## config.mk

```make
export PLATFORM = sky130hd
export DESIGN_NAME = usb_control_endpoint_responder
export DESIGN_NICKNAME = d
export VERILOG_FILES = /design/src/rtl/ucer_pkg.sv /design/src/rtl/ucer_front.sv /design/src/rtl/ucer_back.sv /design/src/rtl/usb_control_endpoint_responder.sv
export SDC_FILE = /design/constraint.sdc
export NUM_CORES = 1
export LEC_CHECK = 0
export BUFFER_PORTS_ARGS = -buffer_cell sky130_fd_sc_hd__buf_2
export CAP_MARGIN = 40
export CORE_MARGIN = 1
export CORE_UTILIZATION = 40
export DETAILED_ROUTE_END_ITERATION = 10
export PLACE_DENSITY = 0.61
export SLEW_MARGIN = 20
export SYNTH_ARGS = -nofsm -noshare
export SYNTH_HDL_FRONTEND = slang
export SYNTH_SLANG_ARGS = --single-unit
```

## constraint.sdc

```tcl
create_clock -name clk_i -period 2.8 [get_ports clk_i]
set_input_delay 0.56 -clock clk_i [delete_from_list [all_inputs] [get_ports clk_i]]
set_output_delay 0.56 -clock clk_i [all_outputs]
set_load 0.05 [all_outputs]
```

## src/rtl/ucer_pkg.sv

```systemverilog
// Package for the control endpoint responder: action codes, event codes,
// request codes and the descriptor ROM contents. No dependencies.
package ucer_pkg;

  localparam logic [1:0] EvSetup    = 2'd0;
  localparam logic [1:0] EvOther    = 2'd1;
  localparam logic [1:0] EvBusReset = 2'd2;
  localparam logic [1:0] EvInDone   = 2'd3;

  localparam logic [2:0] ActData  = 3'd0;
  localparam logic [2:0] ActAck   = 3'd1;
  localparam logic [2:0] ActStall = 3'd2;
  localparam logic [2:0] ActEmpty = 3'd3;
  localparam logic [2:0] ActAddr  = 3'd4;
  localparam logic [2:0] ActRxAck = 3'd5;

  localparam logic [7:0] ReqSetAddress = 8'h05;
  localparam logic [7:0] ReqGetDesc    = 8'h06;
  localparam logic [7:0] ReqSetConfig  = 8'h09;
  localparam logic [7:0] ReqGetItf     = 8'h0A;
  localparam logic [7:0] ReqSetItf     = 8'h0B;

  localparam logic [7:0] DescDevice = 8'h01;
  localparam logic [7:0] DescConfig = 8'h02;
  localparam logic [7:0] DescString = 8'h03;
  localparam logic [7:0] DescQual   = 8'h06;

  localparam logic [8:0] OfsDevice = 9'd0;
  localparam logic [8:0] LenDevice = 9'd18;
  localparam logic [8:0] OfsConfig = 9'd18;
  localparam logic [8:0] LenConfig = 9'd190;
  localparam logic [8:0] OfsQual   = 9'd208;
  localparam logic [8:0] LenQual   = 9'd10;
  localparam int RomUsed    = 272;
  localparam int RomStrings = 4;

  // work item handed from front to back
  typedef struct packed {
    logic       is_xfer;   // start a transfer
    logic       is_next;   // in-complete: send next packet or apply address
    logic [2:0] action;    // single result otherwise
    logic [7:0] byte_val;
    logic [6:0] addr;
    logic       cfg;
    logic [8:0] ofs;
    logic [8:0] len;
    logic       zeros;
  } job_t;

  function automatic logic [8:0] str_ofs(input logic [1:0] i);
    case (i)
      2'd0: str_ofs = 9'd218;
      2'd1: str_ofs = 9'd222;
      2'd2: str_ofs = 9'd242;
      default: str_ofs = 9'd262;
    endcase
  endfunction

  function automatic logic [8:0] str_len(input logic [1:0] i);
    case (i)
      2'd0: str_len = 9'd4;
      2'd1: str_len = 9'd20;
      2'd2: str_len = 9'd20;
      default: str_len = 9'd10;
    endcase
  endfunction

  localparam logic [7:0] Rom [RomUsed] = '{
    8'd18, 8'd1, 8'h10, 8'h01, 8'h00, 8'h00, 8'h00, 8'd64, 8'h1C, 8'h1C, 8'h10, 8'h00,
    8'h00, 8'h02, 8'd1, 8'd2, 8'd3, 8'd1,
    8'd9, 8'd2, 8'd190, 8'd0, 8'd3, 8'd1, 8'd0, 8'h80, 8'd50,
    8'd9, 8'd4, 8'd0, 8'd0, 8'd0, 8'h01, 8'h01, 8'h00, 8'd0,
    8'd10, 8'h24, 8'h01, 8'h00, 8'h01, 8'h48, 8'h00, 8'h02, 8'h01, 8'h02,
    8'd12, 8'h24, 8'h02, 8'h01, 8'h01, 8'h01, 8'h00, 8'h00, 8'h00, 8'h00, 8'h00, 8'h00,
    8'd10, 8'h24, 8'h06, 8'h02, 8'h01, 8'h00, 8'h00, 8'h00, 8'h00, 8'h00,
    8'd9, 8'h24, 8'h03, 8'h03, 8'h01, 8'h03, 8'h00, 8'h02, 8'h00,
    8'd12, 8'h24, 8'h02, 8'h04, 8'h02, 8'h01, 8'h00, 8'h02, 8'h03, 8'h00, 8'h00, 8'h00,
    8'd10, 8'h24, 8'h06, 8'h05, 8'h04, 8'h00, 8'h00, 8'h00, 8'h00, 8'h00,
    8'd9, 8'h24, 8'h03, 8'h06, 8'h01, 8'h01, 8'h00, 8'h05, 8'h00,
    8'd9, 8'd4, 8'd1, 8'd0, 8'd0, 8'h01, 8'h02, 8'h00, 8'd0,
    8'd9, 8'd4, 8'd1, 8'd1, 8'd1, 8'h01, 8'h02, 8'h00, 8'd0,
    8'd7, 8'h24, 8'h01, 8'h01, 8'h01, 8'h01, 8'h00,
    8'd11, 8'h24, 8'h02, 8'h01, 8'h02, 8'h02, 8'd16, 8'd1, 8'h80, 8'hBB, 8'h00,
    8'd7, 8'd5, 8'h02, 8'd1, 8'd192, 8'd0, 8'd1,
    8'd7, 8'h25, 8'h01, 8'h00, 8'h00, 8'h00, 8'h00,
    8'd9, 8'd4, 8'd2, 8'd0, 8'd0, 8'h01, 8'h02, 8'h00, 8'd0,
    8'd9, 8'd4, 8'd2, 8'd1, 8'd1, 8'h01, 8'h02, 8'h00, 8'd0,
    8'd7, 8'h24, 8'h01, 8'h06, 8'h01, 8'h01, 8'h00,
    8'd11, 8'h24, 8'h02, 8'h01, 8'h02, 8'h02, 8'd16, 8'd1, 8'h80, 8'hBB, 8'h00,
    8'd7, 8'd5, 8'h81, 8'd1, 8'd192, 8'd0, 8'd1,
    8'd7, 8'h25, 8'h01, 8'h00, 8'h00, 8'h00, 8'h00,
    8'd10, 8'd6, 8'h00, 8'h02, 8'h02, 8'h00, 8'h00, 8'd64, 8'd1, 8'd0,
    8'd4, 8'd3, 8'h09, 8'h04,
    8'd20, 8'd3, 8'h46, 8'd0, 8'h72, 8'd0, 8'h65, 8'd0, 8'h65, 8'd0, 8'h74, 8'd0,
    8'h72, 8'd0, 8'h69, 8'd0, 8'h62, 8'd0, 8'h65, 8'd0,
    8'd20, 8'd3, 8'h46, 8'd0, 8'h54, 8'd0, 8'h42, 8'd0, 8'h20, 8'd0, 8'h41, 8'd0,
    8'h75, 8'd0, 8'h64, 8'd0, 8'h69, 8'd0, 8'h6F, 8'd0,
    8'd10, 8'd3, 8'h31, 8'd0, 8'h32, 8'd0, 8'h33, 8'd0, 8'h34, 8'd0
  };

endpackage

```

## src/rtl/ucer_front.sv

```systemverilog
// Front end: decodes events and setup requests into jobs, keeps address,
// configured flag and alternate settings. Depends on ucer_pkg.
module ucer_front #(
  parameter int InterfaceCount = 3,
  parameter int StringCount    = 4,
  parameter int ZeroReplyBytes = 64
) (
  input  logic                clk_i,
  input  logic                rst_ni,
  input  logic                valid_i,
  input  logic [1:0]          event_kind_i,
  input  logic [7:0]          request_type_i,
  input  logic [7:0]          request_code_i,
  input  logic [15:0]         value_word_i,
  input  logic [15:0]         index_word_i,
  input  logic [15:0]         length_word_i,
  input  logic                xfer_more_i,
  output logic                job_valid_o,
  output ucer_pkg::job_t      job_o
);

  localparam int ItfW = (InterfaceCount > 1) ? $clog2(InterfaceCount) : 1;

  logic [7:0] alt_q [InterfaceCount];
  logic [6:0] addr_q;
  logic       pend_q, cfg_q;
  ucer_pkg::job_t job;
  logic       emit, set_alt, set_addr, clr_addr, set_cfg, clr_cfg;
  logic [8:0] want;
  logic       itf_ok;
  logic [ItfW-1:0] itf_idx;
  logic [1:0] sidx;

  assign itf_ok  = {8'd0, index_word_i[7:0]} < 16'(InterfaceCount);
  assign itf_idx = index_word_i[ItfW-1:0];
  assign want    = (length_word_i > 16'd511) ? 9'd511 : length_word_i[8:0];
  assign sidx    = value_word_i[1:0];

  always_comb begin
    job      = '0;
    emit     = 1'b0;
    set_alt  = 1'b0;
    set_addr = 1'b0;
    clr_addr = 1'b0;
    set_cfg  = 1'b0;
    clr_cfg  = 1'b0;
    unique case (event_kind_i)
      ucer_pkg::EvSetup: begin
        if (request_type_i[6:5] == 2'd0) begin
          emit       = 1'b1;
          job.action = ucer_pkg::ActStall;
          unique case (request_code_i)
            ucer_pkg::ReqGetDesc: begin
              if (value_word_i[15:8] == ucer_pkg::DescDevice) begin
                job.is_xfer = 1'b1;
                job.ofs = ucer_pkg::OfsDevice;
                job.len = ucer_pkg::LenDevice;
              end else if (value_word_i[15:8] == ucer_pkg::DescConfig) begin
                job.is_xfer = 1'b1;
                job.ofs = ucer_pkg::OfsConfig;
                job.len = ucer_pkg::LenConfig;
              end else if (value_word_i[15:8] == ucer_pkg::DescQual) begin
                job.is_xfer = 1'b1;
                job.ofs = ucer_pkg::OfsQual;
                job.len = ucer_pkg::LenQual;
              end else if (value_word_i[15:8] == ucer_pkg::DescString &&
                           {8'd0, value_word_i[7:0]} < 16'(StringCount) &&
                           {8'd0, value_word_i[7:0]} < 16'(ucer_pkg::RomStrings)) begin
                job.is_xfer = 1'b1;
                job.ofs = ucer_pkg::str_ofs(sidx);
                job.len = ucer_pkg::str_len(sidx);
              end
            end
            ucer_pkg::ReqSetAddress: begin
              set_addr   = 1'b1;
              job.action = ucer_pkg::ActAck;
            end
            ucer_pkg::ReqGetItf: begin
              job.action   = ucer_pkg::ActData;
              job.byte_val = itf_ok ? alt_q[itf_idx] : 8'd0;
            end
            ucer_pkg::ReqSetItf: begin
              if (itf_ok) begin
                set_alt    = 1'b1;
                job.action = ucer_pkg::ActAck;
              end
            end
            ucer_pkg::ReqSetConfig: begin
              set_cfg    = 1'b1;
              job.action = ucer_pkg::ActAck;
            end
            default: ;
          endcase
        end else if (request_type_i[6:5] == 2'd1) begin
          emit = 1'b1;
          if (length_word_i != 16'd0 && request_type_i[7]) begin
            job.is_xfer = 1'b1;
            job.zeros   = 1'b1;
            job.len     = 9'(ZeroReplyBytes);
          end else begin
            job.action = ucer_pkg::ActAck;
          end
        end
      end
      ucer_pkg::EvOther: begin
        emit       = 1'b1;
        job.action = ucer_pkg::ActRxAck;
      end
      ucer_pkg::EvBusReset: begin
        emit       = 1'b1;
        clr_addr   = 1'b1;
        clr_cfg    = 1'b1;
        job.action = ucer_pkg::ActAddr;
      end
      default: begin
        emit        = 1'b1;
        job.is_next = 1'b1;
        job.addr    = addr_q;
        job.action  = pend_q ? ucer_pkg::ActAddr : ucer_pkg::ActData;
        clr_addr    = 1'b0;
      end
    endcase
    if (job.is_xfer && job.len > want) job.len = want;
    job.cfg = (cfg_q | set_cfg) & ~clr_cfg;
  end

  // the back end is idle whenever a word is accepted, so its byte count is settled
  always_ff @(posedge clk_i or negedge rst_ni) begin
    if (!rst_ni) begin
      addr_q      <= '0;
      pend_q      <= 1'b0;
      cfg_q       <= 1'b0;
      job_valid_o <= 1'b0;
      for (int i = 0; i < InterfaceCount; i++) alt_q[i] <= '0;
    end else begin
      job_valid_o <= valid_i & emit;
      if (valid_i) begin
        job_o <= job;
        if (set_addr) begin
          addr_q <= value_word_i[6:0];
          pend_q <= 1'b1;
        end
        if (clr_addr) begin
          addr_q <= '0;
          pend_q <= 1'b0;
        end
        if (job.is_next && !xfer_more_i) pend_q <= 1'b0;
        if (set_cfg) cfg_q <= 1'b1;
        if (clr_cfg) cfg_q <= 1'b0;
        if (set_alt) alt_q[itf_idx] <= value_word_i[7:0];
      end
    end
  end

endmodule

```

## src/rtl/ucer_back.sv

```systemverilog
// Back end: turns jobs into result words, streaming descriptor bytes from
// the ROM, or zero bytes, one per cycle. Depends on ucer_pkg.
module ucer_back #(
  parameter int PacketBytes = 64,
  parameter int RomDepth    = 512
) (
  input  logic           clk_i,
  input  logic           rst_ni,
  input  logic           job_valid_i,
  input  ucer_pkg::job_t job_i,
  output logic           busy_o,
  output logic           more_o,
  output logic           strobe_o,
  output logic [2:0]     action_o,
  output logic [7:0]     data_byte_o,
  output logic           packet_end_o,
  output logic           final_packet_o,
  output logic [6:0]     device_address_o,
  output logic           configured_o
);

  localparam int CntW = $clog2(PacketBytes + 1);

  logic [8:0]      ptr_q, ptr_d, rem_q;
  logic            zeros_q, fin_q, cfg_q;
  logic [CntW-1:0] cnt_q;
  logic            run_q;
  logic [8:0]      n;
  logic [8:0]      rem_now;
  logic [7:0]      rom_q;

  assign busy_o = run_q;
  assign more_o = rem_q != 9'd0;

  // rom_q holds the ROM byte at ptr_q (zero past RomUsed or RomDepth), except straight after reset
  always_comb begin
    ptr_d = ptr_q;
    if (run_q) ptr_d = ptr_q + 9'd1;
    else if (job_valid_i && job_i.is_xfer) ptr_d = job_i.ofs;
  end

  assign rem_now = job_i.is_xfer ? job_i.len : rem_q;
  assign n = (rem_now > 9'(PacketBytes)) ? 9'(PacketBytes) : rem_now;

  always_ff @(posedge clk_i or negedge rst_ni) begin
    if (!rst_ni) begin
      ptr_q    <= '0;
      rom_q    <= '0;
      rem_q    <= '0;
      zeros_q  <= 1'b0;
      fin_q    <= 1'b0;
      cfg_q    <= 1'b0;
      cnt_q    <= '0;
      run_q    <= 1'b0;
      strobe_o <= 1'b0;
    end else begin
      strobe_o <= 1'b0;
      ptr_q    <= ptr_d;
      rom_q    <= (32'(ptr_d) < ucer_pkg::RomUsed && 32'(ptr_d) < RomDepth) ?
                  ucer_pkg::Rom[ptr_d] : 8'd0;
      if (run_q) begin
        strobe_o         <= 1'b1;
        action_o         <= ucer_pkg::ActData;
        data_byte_o      <= zeros_q ? 8'd0 : rom_q;
        final_packet_o   <= fin_q;
        device_address_o <= '0;
        configured_o     <= cfg_q;
        packet_end_o     <= cnt_q == CntW'(1);
        cnt_q            <= cnt_q - CntW'(1);
        if (cnt_q == CntW'(1)) run_q <= 1'b0;
      end else if (job_valid_i) begin
        cfg_q            <= job_i.cfg;
        configured_o     <= job_i.cfg;
        device_address_o <= '0;
        data_byte_o      <= '0;
        final_packet_o   <= 1'b0;
        packet_end_o     <= 1'b1;
        if (job_i.is_xfer || (job_i.is_next && rem_q != 9'd0)) begin
          if (job_i.is_xfer) begin
            zeros_q <= job_i.zeros;
          end
          if (n == 9'd0) begin
            strobe_o       <= 1'b1;
            action_o       <= ucer_pkg::ActEmpty;
            final_packet_o <= 1'b1;
            rem_q          <= '0;
          end else begin
            fin_q <= (rem_now == n);
            rem_q <= rem_now - n;
            cnt_q <= CntW'(n);
            run_q <= 1'b1;
          end
        end else if (job_i.is_next) begin
          if (job_i.action == ucer_pkg::ActAddr) begin
            strobe_o         <= 1'b1;
            action_o         <= ucer_pkg::ActAddr;
            device_address_o <= job_i.addr;
          end
        end else begin
          strobe_o    <= 1'b1;
          action_o    <= job_i.action;
          data_byte_o <= job_i.byte_val;
          if (job_i.action == ucer_pkg::ActData) begin
            final_packet_o <= 1'b1;
            rem_q          <= '0;
          end
        end
      end
    end
  end

endmodule

```

## src/rtl/usb_control_endpoint_responder.sv

```systemverilog
// Top level of the USB control endpoint responder; ties the request decoder
// to the result sequencer. Depends on ucer_pkg, ucer_front, ucer_back.
//
// Each accepted event is decoded and registered as one job (a setup request
// whose type field is neither 0 nor 1 gives none); the sequencer then
// sends its results one per clock with result_valid_o, which the receiver
// cannot stall. A new event is accepted only once the previous one is
// done. A data packet holds at most PacketBytes bytes; its first byte
// passes the job register and the registered ROM read first. busy is high
// while a job is queued or a packet is streaming.
module usb_control_endpoint_responder #(
  parameter int PacketBytes        = 64,
  parameter int InterfaceCount     = 3,
  parameter int StringCount        = 4,
  parameter int ZeroReplyBytes     = 64,
  parameter int DescriptorRomDepth = 512
) (
  input  logic        clk_i,
  input  logic        rst_ni,
  input  logic        start,
  output logic        busy,
  input  logic [1:0]  event_kind_i,
  input  logic [7:0]  request_type_i,
  input  logic [7:0]  request_code_i,
  input  logic [15:0] value_word_i,
  input  logic [15:0] index_word_i,
  input  logic [15:0] length_word_i,
  output logic        result_valid_o,
  output logic [2:0]  action_o,
  output logic [7:0]  data_byte_o,
  output logic        packet_end_o,
  output logic        final_packet_o,
  output logic [6:0]  device_address_o,
  output logic        configured_o
);

  logic           job_valid, back_busy, xfer_more;
  ucer_pkg::job_t job;

  assign busy = back_busy | job_valid;

  ucer_front #(
    .InterfaceCount(InterfaceCount),
    .StringCount   (StringCount),
    .ZeroReplyBytes(ZeroReplyBytes)
  ) u_front (
    .clk_i, .rst_ni,
    .valid_i       (start & ~busy),
    .event_kind_i, .request_type_i, .request_code_i,
    .value_word_i, .index_word_i, .length_word_i,
    .xfer_more_i   (xfer_more),
    .job_valid_o   (job_valid),
    .job_o         (job)
  );

  ucer_back #(
    .PacketBytes(PacketBytes),
    .RomDepth   (DescriptorRomDepth)
  ) u_back (
    .clk_i, .rst_ni,
    .job_valid_i   (job_valid),
    .job_i         (job),
    .busy_o        (back_busy),
    .more_o        (xfer_more),
    .strobe_o      (result_valid_o),
    .action_o, .data_byte_o, .packet_end_o, .final_packet_o,
    .device_address_o, .configured_o
  );

endmodule
```

# After elaboration in Yosys (flattened, before gate mapping)
# Memories as Yosys holds them, arrays and structs flattened.
# Cells that the tools add are included.
# Widths: inputs -> output; s select.
# totals
regBits	133
mem_bits_ro	4096
output_inout_bits	23
memories	1
# memory_table
name	depth	width	read_ports	rd_clocked_by_memory_dff	write_ports	line_no	rtl
(name not given)	512	8	1	0	0	ucer_back.sv:60	ucer_pkg::Rom[ptr_d] : 8'd0;
# op_classes
add_sub_neg	3
magnitude_cmp	9
eq_ne	19
mux	107
bitwise_logic	16
reduce_logical	42
# ops
op	count
$mux 9	11
$mux 8	12
$mux 18	5
$mux 7	10
$mux 1	51
$pmux 9 s3	1
$bwmux 24	1
$eq 8x3->1 const B	3
$eq 8x4->1 const B	3
$mux 3	8
$mux 10	2
$pmux 3 s3	2
$bmux 8 s2	1
$demux 8 s2	1
$eq 8x2->1 const B	2
$gt 16x9->1 const B	1
$reduce_and 4->1	4
$reduce_bool 16->1	1
$reduce_and 2->1	7
$ge 10x10->1 const B	1
$not 9->10	1
$pmux 5 s2	1
$reduce_bool 2->1	5
$add 9x1->9 const B	1
35 further kinds	61

# Depth between registers and ports, before layout
# depth
ltp_word	13
ltp_mapped	15
ltp_nobuf	15

# By module
# A second synthesis with hierarchy kept.
# hier_totals
cells_unflattened	892
area_unflattened_um2	8595.7
# modules_own_cells
mod	instances	cells_per_inst	area_per_inst_um2	seq_area_each_um2
ucer_back	1	589	4904.7	1581.5
ucer_front	1	301	3677.3	1991.9
usb_control_endpoint_responder	1	2	13.8	0.0

# Worst setup path after synthesis
# Ideal clock, no wire load.
# synth_path
path_kind	in2reg
startpoint	input port value_word_i[13]
endpoint	register u_front.job_o[4] (netlist name), data pin
setup_ps	260
t_arrival_ps	3573
setup_slack_ps	-1033
cell_stages	15
cell_sequence	or4_4 > nor4b_2 > and3_1 > buf_2 > a21oi_1 > a21o_1 > inv_1 > ha_1 > a31o_2 > a21o_1 > a21oi_1 > o21ai_0 > a221o_1 > nand3_2 > mux2_2
# synth_rtl
item	line_no	rtl
from (decl)	usb_control_endpoint_responder.sv:25	input logic [15:0] value_word_i,
to (signal assigned)	ucer_front.sv:138	job_o <= job;
to (decl)	ucer_front.sv:19	output ucer_pkg::job_t job_o

==> flow_results.xml <==
<?xml version="1.0" encoding="UTF-8"?>
<metrics>
  <group name="logic_synthesis">
    <metric name="synthesis.area" unit="mm2">0.008562</metric>
    <metric name="yosys_warning_count" unit="">0</metric>
    <metric name="synth.yosys.seq_area_share" unit="%">41.74</metric>
    <metric name="ys_ff_latch" unit="">131</metric>
    <metric name="synthesis.instances" unit="">897</metric>
    <metric name="synth_largest_area_cell" unit="">sky130_fd_sc_hd__dfrtp_1</metric>
    <metric name="synthTopCellsByArea" unit="">sky130_fd_sc_hd__dfrtp_1 21%, sky130_fd_sc_hd__edfxtp_1 21%, sky130_fd_sc_hd__mux2_2 4.7%, sky130_fd_sc_hd__ha_1 3.9%, sky130_fd_sc_hd__a21oi_1 3.8%</metric>
    <metric name="synth_area_per_cell" unit="um2">9.545</metric>
    <metric name="synth_top_flop_cell" unit="">sky130_fd_sc_hd__dfrtp_1</metric>
    <metric name="synth_edf_count" unit="">59</metric>
    <metric name="synthesis.nets" unit="">993</metric>
    <metric name="synthDistinctLibCells" unit="">87</metric>
    <metric name="async_flop_share" unit="%">54.96</metric>
    <metric name="yosysTopAreaCellShare" unit="%">21.04</metric>
  </group>
  <group name="die">
    <metric name="floorplan.rows" unit="">53</metric>
    <metric name="pin_count" unit="">92</metric>
    <metric name="floorplan.die.width" unit="um">148.3</metric>
    <metric name="die_height" unit="um">148.3</metric>
    <metric name="floorplan.initialDensity" unit="%">40.73</metric>
    <metric name="die_area" unit="mm2">0.02199</metric>
    <metric name="design.core.area" unit="mm2">0.02102</metric>
  </group>
  <group name="job">
    <metric name="maxCapViolCount" unit="">0</metric>
  </group>
  <group name="clocking">
    <metric name="clockBufferDepth" unit="">2</metric>
    <metric name="numCtsBuffers" unit="">17</metric>
    <metric name="cts_num_sinks" unit="">131</metric>
    <metric name="cts_max_level" unit="">4</metric>
    <metric name="tritoncts" unit="">done</metric>
    <metric name="cts_hold_buffers" unit="">0</metric>
    <metric name="clk_pin_slew_worst_paths" unit="ns">0.06</metric>
    <metric name="cts_root_buf" unit="">sky130_fd_sc_hd__clkbuf_16</metric>
    <metric name="insertion_delay" unit="ns">0.42</metric>
  </group>
  <group name="global_route">
    <metric name="via_count_of_the_first_global_routing_pass" unit="">7946</metric>
    <metric name="grt_antenna_before_repair" unit="">0</metric>
    <metric name="grt_max_degree" unit="">51</metric>
    <metric name="grtUsageTotal" unit="%">25.04</metric>
    <metric name="grt_pass1_wl" unit="um">42700</metric>
    <metric name="gr-total-overflow" unit="">0</metric>
  </group>
  <group name="final_layout">
    <metric name="area_added_between_synthesis_and_finish" unit="%">36.80</metric>
    <metric name="drive_gt1_share" unit="%">39.80</metric>
    <metric name="n_antenna_cell" unit="">0</metric>
    <metric name="num-nets-final" unit="">1254</metric>
  </group>
  <group name="pwr">
    <metric name="power_density" unit="mW/mm2">1275</metric>
    <metric name="p_sw" unit="W">0.006902</metric>
    <metric name="internal_power" unit="W">0.008029</metric>
    <metric name="power_leakage" unit="nW">5.151</metric>
    <metric name="power.ir.vdd_worst" unit="V">0.0005612</metric>
    <metric name="p_comb_share" unit="%">67.2</metric>
    <metric name="p_sw_share" unit="%">46.23</metric>
    <metric name="p_clk_share" unit="%">14.5</metric>
    <metric name="seq_power_share" unit="%">18.3</metric>
    <metric name="finalPower" unit="W">0.01493</metric>
  </group>
  <group name="setup_path">
    <metric name="worst_path_max_delay_cell" unit="">sky130_fd_sc_hd__or4_4</metric>
    <metric name="worstRegToRegCells" unit="">10</metric>
    <metric name="critical_path.max_fanout" unit="">4</metric>
    <metric name="reg2reg_slack" unit="ns">-0.02</metric>
    <metric name="cpLargestDelayFamily" unit="">simple AND/OR/NAND/NOR gates</metric>
    <metric name="max_stage_delay" unit="ns">0.56</metric>
    <metric name="cp_num_buf_inv" unit="">2</metric>
    <metric name="worst_ep_required_time" unit="ns">2.97</metric>
    <metric name="r2r_start" unit="">u_back.ptr_q[1]</metric>
    <metric name="setup.worst_path.end_class" unit="">register</metric>
    <metric name="worstPathArrival" unit="ns">3.54</metric>
    <metric name="category_of_the_most_critical_setup_path" unit="">primary input to register</metric>
    <metric name="timing.critical_path.cells" unit="">buf_6 &gt; or4_4 &gt; nor4b_4 &gt; and3_4 &gt; a21oi_4 &gt; a21o_1 &gt; inv_2 &gt; ha_4 &gt; a31o_4 &gt; a21o_1 &gt; a21oi_2 &gt; o21ai_1 &gt; a221o_1 &gt; nand3_4 &gt; mux2_4</metric>
    <metric name="path_common_cell" unit="">sky130_fd_sc_hd__a21o_1</metric>
    <metric name="rr_endpoint" unit="">u_back.rom_q[2]</metric>
    <metric name="start_kind" unit="">primary input</metric>
  </group>
  <group name="timing">
    <metric name="final.min_clock_period" unit="ns">3.368</metric>
    <metric name="worst_hold_slack" unit="ns">0.2222</metric>
    <metric name="timing.fmax" unit="MHz">296.9</metric>
    <metric name="max_slew_violation_count" unit="">0</metric>
    <metric name="finalClockSkew" unit="ns">0.008477</metric>
    <metric name="slew_margin_rel" unit="%">50.32</metric>
    <metric name="final_min_period_over_clock_period" unit="%">120.3</metric>
    <metric name="final_hold_violating_endpoints" unit="">0</metric>
    <metric name="max_slew.worst_pin.slew" unit="ns">0.7402</metric>
    <metric name="postLayoutSetupSlackWorst" unit="ns">-0.5684</metric>
    <metric name="setup_violations" unit="">10</metric>
    <metric name="grt_setup_unrepaired" unit="">true</metric>
  </group>
  <group name="drt">
    <metric name="drt_iter0_drc" unit="">497</metric>
    <metric name="remaining_drc_errors" unit="">0</metric>
    <metric name="via_per_inst" unit="">5.702</metric>
    <metric name="drt_wl_total" unit="um">27140</metric>
    <metric name="detailedRoute.firstPassIterationCount" unit="">6</metric>
    <metric name="via_count" unit="">8245</metric>
    <metric name="routedWlPerCell" unit="um">18.77</metric>
    <metric name="number_of_nets_with_antenna_violations_after_detailed_routing" unit="">0</metric>
  </group>
  <group name="placed_design">
    <metric name="finalWeightedCongestion" unit="">0.9498</metric>
    <metric name="numPortBuffers" unit="">78</metric>
    <metric name="detailed_place_hpwl" unit="um">20050</metric>
  </group>
  <group name="run_status">
    <metric name="failed_checks" unit="">negative setup slack</metric>
    <metric name="outcome" unit="">finished, violations left</metric>
  </group>
  <group name="worst_hold_path">
    <metric name="hold_path_class" unit="">primary input to async pin</metric>
  </group>
</metrics>
-- repair_timing --
item                                    in CTS  in global routing
endpoints found under the setup margin      11                 20
buffers inserted                             2                 11
pin swaps                                    7                 41
gates resized for setup                     12                 79
-- through the flow --
step           utilization (%)  std cells  worst slack (ns)  TNS (ns)  area [um2]
4_1_cts                  53.91       1435           -0.5303    -3.736       11330
2_1_floorplan                -        897           -0.9330    -6.116        8618
3_5_place_dp             50.76       1401            -1.126    -8.467       10670
3_3_place_gp             50.76       1401            -1.071    -8.030       10670
6_report                 55.72       1446           -0.5684    -4.047       11710
5_1_grt                  55.72       1446           -0.6315    -4.878       11710
-- cell usage in the layout (no fill, tap or decap), types with 9 or more instances in the layout --
cell type,synthesis,routed
sky130_fd_sc_hd__and2_1,13,12
sky130_fd_sc_hd__a22o_1,28,28
sky130_fd_sc_hd__inv_2,4,9
sky130_fd_sc_hd__nand4_1,9,9
sky130_fd_sc_hd__and3_1,13,11
sky130_fd_sc_hd__mux2i_1,21,21
sky130_fd_sc_hd__clkbuf_16,0,19
sky130_fd_sc_hd__nor3_1,23,19
sky130_fd_sc_hd__o221ai_1,10,9
sky130_fd_sc_hd__nor2_1,79,75
sky130_fd_sc_hd__nand2_1,72,71
sky130_fd_sc_hd__o21ai_0,40,30
sky130_fd_sc_hd__ha_1,27,20
sky130_fd_sc_hd__buf_6,8,11
sky130_fd_sc_hd__mux2_2,36,34
sky130_fd_sc_hd__o22ai_1,11,10
sky130_fd_sc_hd__buf_2,16,76
sky130_fd_sc_hd__dfrtp_1,72,71
sky130_fd_sc_hd__buf_4,8,208
sky130_fd_sc_hd__inv_1,31,25
sky130_fd_sc_hd__a211oi_1,13,10
sky130_fd_sc_hd__nand3_1,33,30
sky130_fd_sc_hd__inv_6,0,9
sky130_fd_sc_hd__edfxtp_1,59,59
sky130_fd_sc_hd__a21oi_1,65,57
-- cells in the mapped netlist, types with 4 or more instances --
cell type,count
sky130_fd_sc_hd__nor2_1,79
sky130_fd_sc_hd__dfrtp_1,72
sky130_fd_sc_hd__nand2_1,72
sky130_fd_sc_hd__a21oi_1,65
sky130_fd_sc_hd__edfxtp_1,59
sky130_fd_sc_hd__o21ai_0,40
sky130_fd_sc_hd__mux2_2,36
sky130_fd_sc_hd__nand3_1,33
sky130_fd_sc_hd__inv_1,31
sky130_fd_sc_hd__a22o_1,28
sky130_fd_sc_hd__ha_1,27
sky130_fd_sc_hd__clkbuf_1,24
sky130_fd_sc_hd__nor3_1,23
sky130_fd_sc_hd__mux2i_1,21
sky130_fd_sc_hd__buf_2,16
sky130_fd_sc_hd__a211oi_1,13
sky130_fd_sc_hd__and2_1,13
sky130_fd_sc_hd__and3_1,13
sky130_fd_sc_hd__o22ai_1,11
sky130_fd_sc_hd__nor2b_1,10
sky130_fd_sc_hd__nor4_1,10
sky130_fd_sc_hd__o221ai_1,10
sky130_fd_sc_hd__nand4_1,9
sky130_fd_sc_hd__a31oi_1,8
sky130_fd_sc_hd__buf_4,8
sky130_fd_sc_hd__buf_6,8
sky130_fd_sc_hd__xnor2_1,8
sky130_fd_sc_hd__o211ai_1,7
sky130_fd_sc_hd__a221oi_1,6
sky130_fd_sc_hd__a22oi_1,6
sky130_fd_sc_hd__a311oi_1,5
sky130_fd_sc_hd__nor3b_1,5
sky130_fd_sc_hd__o21a_1,5
sky130_fd_sc_hd__a211o_1,4
sky130_fd_sc_hd__a21o_1,4
sky130_fd_sc_hd__a32oi_1,4
sky130_fd_sc_hd__inv_2,4
sky130_fd_sc_hd__o31ai_1,4
sky130_fd_sc_hd__o32ai_1,4
sky130_fd_sc_hd__or2_2,4
-- state kept, by name, summed over array words and instances, names as in the netlist, 3 cells and up --
name                     flops
u_back.rem_q                 9
u_front.addr_q               7
u_back.action_o              3
u_back.rom_q                 8
u_back.ptr_q                 9
u_back.data_byte_o           8
u_back.cnt_q                 7
u_front.alt_q               24
u_front.job_o               38
u_back.device_address_o      7
-- metal layers --
metal  share of wire [%]  GRT usage, %
met1                  42         32.83
met2                  49         41.62
met3                 6.7         4.264
met4                 2.5         8.814
met5                   0             0
-- power by group through the flow --
stage	clock, W	sequential (W)	combinational [W]
after floorplan	0	0.00296	0.00489
final	0.00216	0.00274	0.0100
after CTS	0.00221	0.00273	0.00888
after detailed placement	0	0.00276	0.00877
after global placement	0	0.00276	0.00886
after global routing	0.00228	0.00278	0.0106
-- cell families (layout without fill, tap and decap cells) --
| kind of cell | count (synthesis) | in the layout | share of synthesized area, % |
|---|---|---|---|
| flops | 131 | 131 | 41.74 |
| compound gates | 264 | 264 | 21.56 |
| mux | 57 | 57 | 7.190 |
| buf+inv | 97 | 371 | 5.612 |
| fa+ha+maj | 27 | 27 | 3.946 |
| simple gates | 309 | 309 | 18.85 |
| other cells | 2 | 2 | 0.08771 |
| xor+xnor | 10 | 10 | 1.023 |
-- worst reg2reg max path, cell delays in order (launching register included) --
cell and delay [ns]:
sky130_fd_sc_hd__dfrtp_1 0.39, sky130_fd_sc_hd__ha_1 0.29, sky130_fd_sc_hd__and2_4 0.14, sky130_fd_sc_hd__a311oi_4 0.30
sky130_fd_sc_hd__inv_2 0.10, sky130_fd_sc_hd__buf_6 0.14, sky130_fd_sc_hd__ha_4 0.18, sky130_fd_sc_hd__o21ai_1 0.25
sky130_fd_sc_hd__a311oi_1 0.18, sky130_fd_sc_hd__o311ai_0 0.39, sky130_fd_sc_hd__nand4_1 0.26
-- layout make-up --
class / count / area, um2
fill: 1883 / 9309
tap: 275 / 344.1
clock inverter: 13 / 103.9
inverter: 37 / 146.4
sequential: 131 / 3575
clock buffer: 19 / 475.5
timing repair buffer: 302 / 2206
multi-input combinational: 669 / 4862
-- how the worst max path moves through the flow --
stage / startpoint / endpoint / slack, ns / depth (start not counted)
CTS: value_word_i[13] / u_front.job_o[5] / -0.53 / 16
global route: value_word_i[14] / u_front.job_o[4] / -0.63 / 15
global placement: value_word_i[14] / u_front.job_o[4] / -1.07 / 15
floorplan: value_word_i[14] / u_front.job_o[4] / -0.93 / 15
detailed placement: value_word_i[14] / u_front.job_o[5] / -1.13 / 15
finish: value_word_i[14] / u_front.job_o[4] / -0.57 / 15
No activity file was read; power rests on OpenSTA's default activity.
